<file path="src/rtl/lzd_pkg.sv">
package lzd_pkg;

   localparam int AddrW           = 16;
   localparam int WinDepth        = 1 << AddrW;
   localparam int MaxRun          = 33;
   localparam int RunW            = 6;
   localparam int PreW            = 3;
   localparam int PreMin          = 1;
   localparam int PreMax          = 5;
   localparam int MinMatchDefault = 2;
   localparam logic [PreW-1:0] PreBitsReset = 3'd4;

   typedef enum logic [1:0] {
      PH_FLAG,
      PH_ITEM,
      PH_CODE_HI
   } phase_type;

   typedef enum logic [1:0] {
      CMD_LIT,
      CMD_CODE,
      CMD_CLR
   } cmd_kind_type;

   typedef struct packed {
      cmd_kind_type kind;
      logic [15:0]  data;
      logic         eos;
   } cmd_type;

   typedef enum logic {
      BK_IDLE,
      BK_COPY
   } back_state_type;

   // saturate the length field width into its legal range
   function automatic logic [PreW-1:0] eff_pre(input logic [PreW-1:0] p);
      logic [PreW-1:0] r;
      r = p;
      if (p < PreW'(PreMin)) begin
         r = PreW'(PreMin);
      end else if (p > PreW'(PreMax)) begin
         r = PreW'(PreMax);
      end
      return r;
   endfunction

endpackage

</file>
<file path="src/rtl/lzd_cmd_fifo.sv">
module lzd_cmd_fifo (
   input  logic              clock,
   input  logic              reset,
   input  logic              push,
   input  lzd_pkg::cmd_type  push_cmd,
   output logic              full,
   input  logic              pop,
   output logic              not_empty,
   output lzd_pkg::cmd_type  head
);

   lzd_pkg::cmd_type slot_ff [2];
   logic             wr_ff, wr_in;
   logic             rd_ff, rd_in;
   logic [1:0]       count_ff, count_in;
   logic             do_push;
   logic             do_pop;

   assign full      = (count_ff == 2'd2);
   assign not_empty = (count_ff != 2'd0);
   assign head      = slot_ff[rd_ff];
   assign do_push   = push && !full;
   assign do_pop    = pop && not_empty;

   always_comb begin
      wr_in    = do_push ? !wr_ff : wr_ff;
      rd_in    = do_pop ? !rd_ff : rd_ff;
      count_in = count_ff + {1'b0, do_push} - {1'b0, do_pop};
   end

   always_ff @(posedge clock) begin
      if (reset) begin
         wr_ff    <= 1'b0;
         rd_ff    <= 1'b0;
         count_ff <= 2'd0;
      end else begin
         wr_ff    <= wr_in;
         rd_ff    <= rd_in;
         count_ff <= count_in;
      end
   end

   always_ff @(posedge clock) begin
      if (do_push) begin
         slot_ff[wr_ff] <= push_cmd;
      end
   end

endmodule

</file>
<file path="config.mk">
export PLATFORM = sky130hd
export DESIGN_NAME = lzd_cmd_fifo
export DESIGN_NICKNAME = d
export VERILOG_FILES = /design/src/rtl/lzd_pkg.sv /design/src/rtl/lzd_cmd_fifo.sv
export SDC_FILE = /design/constraint.sdc
export NUM_CORES = 1
export LEC_CHECK = 0
export ABC_CLOCK_PERIOD_IN_PS = 1900
export BUFFER_PORTS_ARGS = -buffer_cell sky130_fd_sc_hd__buf_2
export CORE_MARGIN = 10
export CORE_UTILIZATION = 30
export DETAILED_ROUTE_END_ITERATION = 10
export PLACE_DENSITY = 0.54
export SYNTH_ARGS = -nofsm -noshare
export SYNTH_HDL_FRONTEND = slang
export SYNTH_SLANG_ARGS = --single-unit
</file>
<file path="constraint.sdc">
create_clock -name clock -period 1.9 [get_ports clock]
set_input_delay 0.38 -clock clock [delete_from_list [all_inputs] [get_ports clock]]
set_output_delay 0.38 -clock clock [all_outputs]
set_load 0.02 [all_outputs]
</file>
==> impl_metrics.tcl <==
set metrics [dict create \
    regArea_um2 1241 \
    place_congestion 0.6155 \
    cp-start-kind "register" \
    yosysTopAreaCell "edfxtp_1" \
    num_io_pins 44 \
    worst-path-buf-inv 2 \
    hold_buffers 0 \
    multiInputGateArea_um2 334.1 \
    final_common_cell "buf_2" \
    slowest_stage "mux2_1" \
    via_per_inst 4.163 \
    drt_iter0_markers 24 \
    yosysWarnings 0 \
    rsz0062_at_grt "false" \
    ys_seq_area_share_pct 77.26 \
    p_int_uw 1742 \
    nFillCells 525 \
    drive_gt1_share_pct 42.03 \
    row_count 26 \
    vias 866 \
    critPathCaptureType "primary output" \
    ir_drop_mv 0.6003 \
    path_delay_family "buffers and inverters" \
    crit_arrival_ps 1380 \
    power_frac_comb_pct 30.3 \
    finalHoldViolCount 0 \
    required_ps 1520 \
    antenna_cells 0 \
    switchingPower_uw 783.8 \
    p_leak_uw 0.0007886 \
    clock_sink_count 43 \
    cts_buffer_depth 2 \
    place.port_buffers 43 \
    avgSynthCellArea_um2 18.90 \
    drv_slew 0 \
    cts_tree "yes" \
    setup_viol 0 \
    die_y_um 93.18 \
    fmax_ghz 0.5695 \
    die-area_um2 8683 \
    grt_pass1_wl_um 4974 \
    cellPowerDensity_nw_per_um2 1260 \
    grt_start_max_net_pins 20 \
    synthCells 85 \
    clock-root-buffer "clkbuf_8" \
    area_delta_synth_final_pct 24.77 \
    seqPwrFrac_pct 48.4 \
    first_pass_iters 4 \
    maxCapViolCount 0 \
    nets 162 \
    worst_slew_pin_slew_ps 474.1 \
    grt_pass1_vias 980 \
    min_period_ps 1756 \
    post_cts_buffers 0 \
    drc 0 \
    timing.final.crit_share_pct 92.42 \
    start_util_pct 31.26 \
    synth_area_leaders "edfxtp_1, mux2_1, dfxtp_1" \
    clk_pin_slew_ps 80 \
    cts_resized 0 \
    yosys.area.top_type_share_pct 71.03 \
    skew_ps 3.598 \
    final_util_pct 39.00 \
    cts_made_buffers 5 \
    synth-seq-cells 43 \
    final_cell_mix "buf_2, edfxtp_1, mux2_1, dfxtp_1, clkbuf_8" \
    hpwl_um 2285 \
    critical_path_class "reg2out" \
    grt_antenna_before_repair 0 \
    gr-usage-all-layers_pct 7.425 \
    wl_per_cell_um 14.66 \
    worst-path-max-fanout 12 \
    stdcell_area_um2 2004 \
    status "complete, no violations" \
    syn_area_um2 1607 \
    routed_wl_um 3050 \
    switching_share_pct 31.02 \
    pwr-share-clk_pct 21.2 \
    synth.distinct_cells 20 \
    synth_fp_nets 110 \
    slew_headroom_pct 68.39 \
    path_cells "buf_4, mux2_1, buf_2" \
    die_w_um 93.18 \
    clock_latency_ps 280 \
    cpPeakStageDelay_ps 370 \
    tns_ps 0 \
    placed_cell_area_um2 1923 \
    cts.htree.levels 2 \
    core_area_um2 5140 \
    postRouteAntennaNets 0 \
    hp-class "in2reg" \
    grt_overflow 0 \
]
cell usage after synthesis, drive strengths merged:
| library cell | n |
|---|---|
| ha | 2 |
| inv | 4 |
| dfxtp | 5 |
| edfxtp | 38 |
| nand2b | 1 |
| or2 | 1 |
| nor2 | 3 |
| nor2b | 1 |
| and3 | 1 |
| buf | 2 |
| nand2 | 1 |
| a21oi | 1 |
| xor2 | 1 |
| o21a | 1 |
| xnor2 | 2 |
| or3 | 1 |
| o21ai | 1 |
| mux2 | 19 |
sequential cells by signal (all words and copies together), names as in the netlist, named ones only:
register and count:
count_ff 2, rd_ff 1, wr_ff 1, slot_ff 38
layout make-up:
cell class / instances / area share (%)
inverter: 4 / 0.7491
clock inverter: 1 / 0.2497
multi-input combinational: 36 / 16.67
timing repair buffer: 47 / 12.23
clock buffer: 7 / 3.808
sequential: 43 / 61.92
tap: 70 / 4.370
final timing paths:
kind,slack [ps],start,cells past startpoint,endpoint
max,140,register,3,head[3]
min,280,push_cmd[6],1,slot_ff[1][6]$_DFFE_PP_
max reg2reg,300,count_ff[1]$_SDFF_PP0_,7,count_ff[1]$_SDFF_PP0_
min reg2reg,500,wr_ff$_SDFFE_PP0N_,2,wr_ff$_SDFFE_PP0N_
per-layer routing:
| metal | track usage, % | part of all wire (%) | vias up |
|---|---|---|---|
| met5 | 0 | 0 | - |
| met4 | 2.699 | 1.4 | 0 |
| met2 | 11.74 | 46 | 32 |
| li1 | - | - | 419 |
| met1 | 8.205 | 44 | 409 |
| met3 | 4.157 | 8.7 | 6 |
metrics by stage:
| stage | hold WS [ps] | power, uW | setup WS, ps | instances |
|---|---|---|---|---|
| finish | 281.7 | 2526 | 144.1 | 208 |
| global route | 261.6 | 2692 | 57.78 | 208 |
| CTS | 268.1 | 2581 | 109.8 | 208 |
| detailed placement | 486.3 | 2033 | 280.2 | 200 |
| global placement | 475.2 | 2003 | 381.9 | 200 |
| floorplan | 449.1 | 1756 | 262.4 | 85 |
logic make-up (layout without fill, tap and decap cells):
logic type,Yosys count,count (layout),synth area share [%]
DFF,43,43,77.26
buffers and inverters,6,59,1.946
muxes,19,19,13.32
and+or+nand+nor,9,9,3.116
xor gates and xnor gates,3,3,1.636
AOI/OAI and AO/OA,3,3,1.168
adders and majority gates,2,2,1.557
power groups by stage:
stage                     Clock, uW  Sequential, uW  Combinational [uW]
after floorplan                   0            1230                 527
after global placement            0            1240                 766
after detailed placement          0            1240                 788
after CTS                       565            1220                 793
after global routing            606            1240                 848
final                           537            1220                 766
No activity file was read; power rests on OpenSTA's default activity.
