## src/rtl/lzd_pkg.sv

```systemverilog
package lzd_pkg;

   localparam int AddrW           = 16;
   localparam int WinDepth        = 1 << AddrW;
   localparam int MaxRun          = 33;
   localparam int RunW            = 6;
   localparam int PreW            = 3;
   localparam int PreMin          = 1;
   localparam int PreMax          = 5;
   localparam int MinMatchDefault = 2;
   localparam logic [PreW-1:0] PreBitsReset = 3'd4;

   typedef enum logic [1:0] {
      PH_FLAG,
      PH_ITEM,
      PH_CODE_HI
   } phase_type;

   typedef enum logic [1:0] {
      CMD_LIT,
      CMD_CODE,
      CMD_CLR
   } cmd_kind_type;

   typedef struct packed {
      cmd_kind_type kind;
      logic [15:0]  data;
      logic         eos;
   } cmd_type;

   typedef enum logic {
      BK_IDLE,
      BK_COPY
   } back_state_type;

   // saturate the length field width into its legal range
   function automatic logic [PreW-1:0] eff_pre(input logic [PreW-1:0] p);
      logic [PreW-1:0] r;
      r = p;
      if (p < PreW'(PreMin)) begin
         r = PreW'(PreMin);
      end else if (p > PreW'(PreMax)) begin
         r = PreW'(PreMax);
      end
      return r;
   endfunction

endpackage

```

## src/rtl/lzd_front.sv

```systemverilog
module lzd_front (
   input  logic              clock,
   input  logic              reset,
   input  logic              req_tvalid,
   output logic              req_tready,
   input  logic [7:0]        req_tdata,
   input  logic              req_tlast,
   input  logic              fifo_full,
   output logic              fifo_push,
   output lzd_pkg::cmd_type  fifo_cmd
);

   lzd_pkg::phase_type phase_ff, phase_in;
   logic [7:0]         flags_ff, flags_in;
   logic [2:0]         idx_ff, idx_in;
   logic [7:0]         low_ff, low_in;
   logic               accept;
   logic               flag_bit;

   assign req_tready = !fifo_full;
   assign accept     = req_tvalid && !fifo_full;
   assign flag_bit   = flags_ff[3'd7 - idx_ff];

   always_comb begin
      phase_in      = phase_ff;
      flags_in      = flags_ff;
      idx_in        = idx_ff;
      low_in        = low_ff;
      fifo_push     = 1'b0;
      fifo_cmd.kind = lzd_pkg::CMD_CLR;
      fifo_cmd.data = {8'd0, req_tdata};
      fifo_cmd.eos  = req_tlast;
      if (accept) begin
         unique case (phase_ff)
            lzd_pkg::PH_ITEM: begin
               if (flag_bit) begin
                  fifo_push     = 1'b1;
                  fifo_cmd.kind = lzd_pkg::CMD_LIT;
                  idx_in        = idx_ff + 3'd1;
                  phase_in      = (idx_ff == 3'd7) ? lzd_pkg::PH_FLAG : lzd_pkg::PH_ITEM;
               end else begin
                  low_in    = req_tdata;
                  phase_in  = lzd_pkg::PH_CODE_HI;
                  fifo_push = req_tlast;
               end
            end
            lzd_pkg::PH_CODE_HI: begin
               fifo_push     = 1'b1;
               fifo_cmd.kind = lzd_pkg::CMD_CODE;
               fifo_cmd.data = {req_tdata, low_ff};
               idx_in        = idx_ff + 3'd1;
               phase_in      = (idx_ff == 3'd7) ? lzd_pkg::PH_FLAG : lzd_pkg::PH_ITEM;
            end
            default: begin
               flags_in  = req_tdata;
               idx_in    = 3'd0;
               phase_in  = lzd_pkg::PH_ITEM;
               fifo_push = req_tlast;
            end
         endcase
         if (req_tlast) begin
            phase_in = lzd_pkg::PH_FLAG;
            flags_in = 8'd0;
            idx_in   = 3'd0;
            low_in   = 8'd0;
         end
      end
   end

   always_ff @(posedge clock) begin
      if (reset) begin
         phase_ff <= lzd_pkg::PH_FLAG;
         flags_ff <= 8'd0;
         idx_ff   <= 3'd0;
         low_ff   <= 8'd0;
      end else begin
         phase_ff <= phase_in;
         flags_ff <= flags_in;
         idx_ff   <= idx_in;
         low_ff   <= low_in;
      end
   end

endmodule

```

## config.mk

```make
export PLATFORM = sky130hd
export DESIGN_NAME = lzd_front
export DESIGN_NICKNAME = d
export VERILOG_FILES = /design/src/rtl/lzd_pkg.sv /design/src/rtl/lzd_front.sv
export SDC_FILE = /design/constraint.sdc
export NUM_CORES = 1
export LEC_CHECK = 0
export BUFFER_PORTS_ARGS = -buffer_cell sky130_fd_sc_hd__buf_4
export CAP_MARGIN = 40
export CORE_ASPECT_RATIO = 1.75
export CORE_MARGIN = 2
export CORE_UTILIZATION = 56
export DETAILED_ROUTE_END_ITERATION = 10
export PLACE_DENSITY = 0.81
export SETUP_SLACK_MARGIN = 0.2
export SYNTH_ARGS = -nofsm -noshare
export SYNTH_HDL_FRONTEND = slang
export SYNTH_SLANG_ARGS = --single-unit
export TNS_END_PERCENT = 30
```

## constraint.sdc

```tcl
create_clock -name clock -period 3.8 [get_ports clock]
set_input_delay 0.38 -clock clock [delete_from_list [all_inputs] [get_ports clock]]
set_output_delay 0.38 -clock clock [all_outputs]
set_load 0.03 [all_outputs]
```

==> run metrics <==
Gate Count Post-Synth about 150; Num CTS Buffers 3; Lkg Pwr around 0.62 nW; commonest cells after routing, fill and taps aside buf_4 (33), dfxtp_1 (21), a21oi_1 (17); worst hold path type input pin to register; Post-CTS Repair Setup Buffers 0; CP peak stage delay 0.68 ns; maximum root-to-sink buffer count 2; Worst path slowest cell dfxtp_1; stages on the worst setup path 5; Fill cells 202; port buffer count 33; clock network power share 0.333; final wirelength 3290 um; EDFF count, synth 0; worst hold stages 3; grt total ovfl 0; Vert. Die Dim 69.0 um; DRC violations left 0; critical setup path kind register to primary output; Least-Margin Pin Slew 0.565 ns; design area 1600 um2; initial antenna violation count 0; CTS tree yes; Synth cell types 34; Antenna Cells 0; Worst Skew around 0.0063 ns; Req. time, crit path around 3.4 ns; H-tree levels 1; Worst Setup End Kind primary output; Die Width around 41 um; register area share after synthesis 0.311; Vias per Instance 6.28; Switch Pwr between 0.0001 and 0.00015 W; Tcrit/Tclk final 0.748; area growth from synthesis to layout 18.8%; vias in the first global route around 1200; router iterations before antenna repair 4; Post-synth ARST share 0; Max Freq 352 MHz; mean cell area of the mapped netlist 8.88 um2; commonest non-fill, non-tap cell in the layout buf_4; delay-heaviest family, CP multiplexers; Die Area approximately 2800 um2; Slew HR 0.623; I/O pin count 34; Clk Latency, worst-skew pair around 0.26 ns; Arrival @ worst endpoint approximately 2.5 ns; Sw Ratio 0.273; Final setup viols 0; first-pass GRT wire length approximately 5200 um; Reg clk slew, reported paths ~0.080 ns; #FFs+latches synth 21; DRT antenna net count 0; hpwl dp 2440 um; Crit path buffers/inverters 1; GRT Total Usage 0.263; First DRT Iteration DRCs 24; CP startpoint kind register; # clock sinks 21; VDD IR max 0.000178 V; Post-Layout Cell Count approximately 200; cell-by-cell trace of the critical path mux2_2 > mux4_2 > o22ai_1 > a221oi_1 > buf_4; share of post-route cells with drive strength above 1 0.249; outcome completed; Comb pwr share 0.163; RSZ-0062 raised after global routing false; core box area 2300 um2; nets@finish just under 200; setup TNS 0 ns; crit-path max FO 18; PwrDens between 200 and 300 nW/um2; Power Internal approximately 0.00033 W; Final Max Slew Viols 0; Reg power frac 0.504; placed instance count ~200; Syn Nets approximately 170; synthesized area 1350 um2; flop-to-flop setup slack 1.31 ns; Vias 1268; max-cap check violation count 0; # hold bufs at CTS 0; row count 23; largest net degree at the start of global routing 22; min Tclk post-route 2.84 ns; Synth Warn # 0; final hold vios 0; reg2reg path depth 4; CTS resizes 0; routed length per instance 16.3 um; dpl cell area ~1600 um2; clk root buf clkbuf_8; Final GP Congestion ~0.83; Initial Util 0.586; Post-synth top flop dfxtp_1
-- stage by stage --
step | hold slack, ns | util | power [W] | setup WS, ns
5_1_grt | 0.420 | 0.697 | 0.000465 | 0.821
3_5_place_dp | 0.478 | 0.677 | 0.000305 | 1.27
3_3_place_gp | 0.461 | 0.677 | 0.000303 | 1.33
2_1_floorplan | 0.449 | - | 0.000276 | 1.43
4_1_cts | 0.394 | 0.697 | 0.000449 | 0.975
6_report | 0.390 | 0.697 | 0.000449 | 0.956
-- power groups by stage --
stage	registers [W]	logic, W	clock network, W
2_1_floorplan	0.000230	0.0000459	0
3_3_place_gp	0.000231	0.0000714	0
3_5_place_dp	0.000232	0.0000730	0
4_1_cts	0.000226	0.0000733	0.000149
5_1_grt	0.000227	0.0000795	0.000158
6_report	0.000226	0.0000732	0.000149
-- routing by layer --
layer / part of all wire / global-route usage / vias to the layer above / routed length [um]
li1: - / - / 626 / -
met5: 0 / 0 / - / 0
met1: 0.39 / 0.296 / 607 / 1290
met3: 0.039 / 0.0353 / 6 / 128
met4: 0.015 / 0.101 / 0 / 49
met2: 0.55 / 0.469 / 29 / 1820
-- cells in the mapped netlist (7+ instances only) --
cell type	instances	area (um2)
o211ai_1	8	60.1
or4b_1	8	80.1
nand3_1	8	40.0
nand2_1	11	41.3
dfxtp_1	21	420
mux2_1	8	90.1
a21oi_1	17	85.1
and3_1	8	50.1
clkbuf_1	7	26.3
o21ai_0	8	40.0
-- worst min-delay path: cells and delay by family --
kind | cells | cell delay (ns)
simple gates | 1 | 0.06
buf+inv | 1 | 0.12
compound gates | 1 | 0.05
-- flip-flops by register name, summed over array words and instances, names as in the netlist --
register  cells
low_ff        8
idx_ff        3
flags_ff      8
phase_ff      2
-- final timing paths --
kind,start,endpoint
max reg2reg,idx_ff[0],low_ff[1]
max,idx_ff[0],fifo_push
min reg2reg,flags_ff[0],flags_ff[0]
min,req_tdata[7],flags_ff[7]
-- cell type report --
class,instances,area [um2],share of cell area
repair buffers,33,248,0.154
inverters,6,22.5,0.0140
clock buffers,4,45.0,0.0281
multi-input cells,113,837,0.522
flip-flops and latches,21,420,0.262
well taps,25,31.3,0.0195
-- kinds of logic (layout without fill, tap and decap cells) --
logic type	count (synthesis)	count (layout)	share of synthesized area
AO/OA/AOI/OAI	44	44	0.198
multiplexers	19	19	0.179
AND/OR/NAND/NOR	46	46	0.206
adder cells (fa/ha/maj)	4	4	0.0371
buffers and inverters	18	43	0.0686
flip-flops	21	21	0.311
No activity file was read; power rests on OpenSTA's default activity.
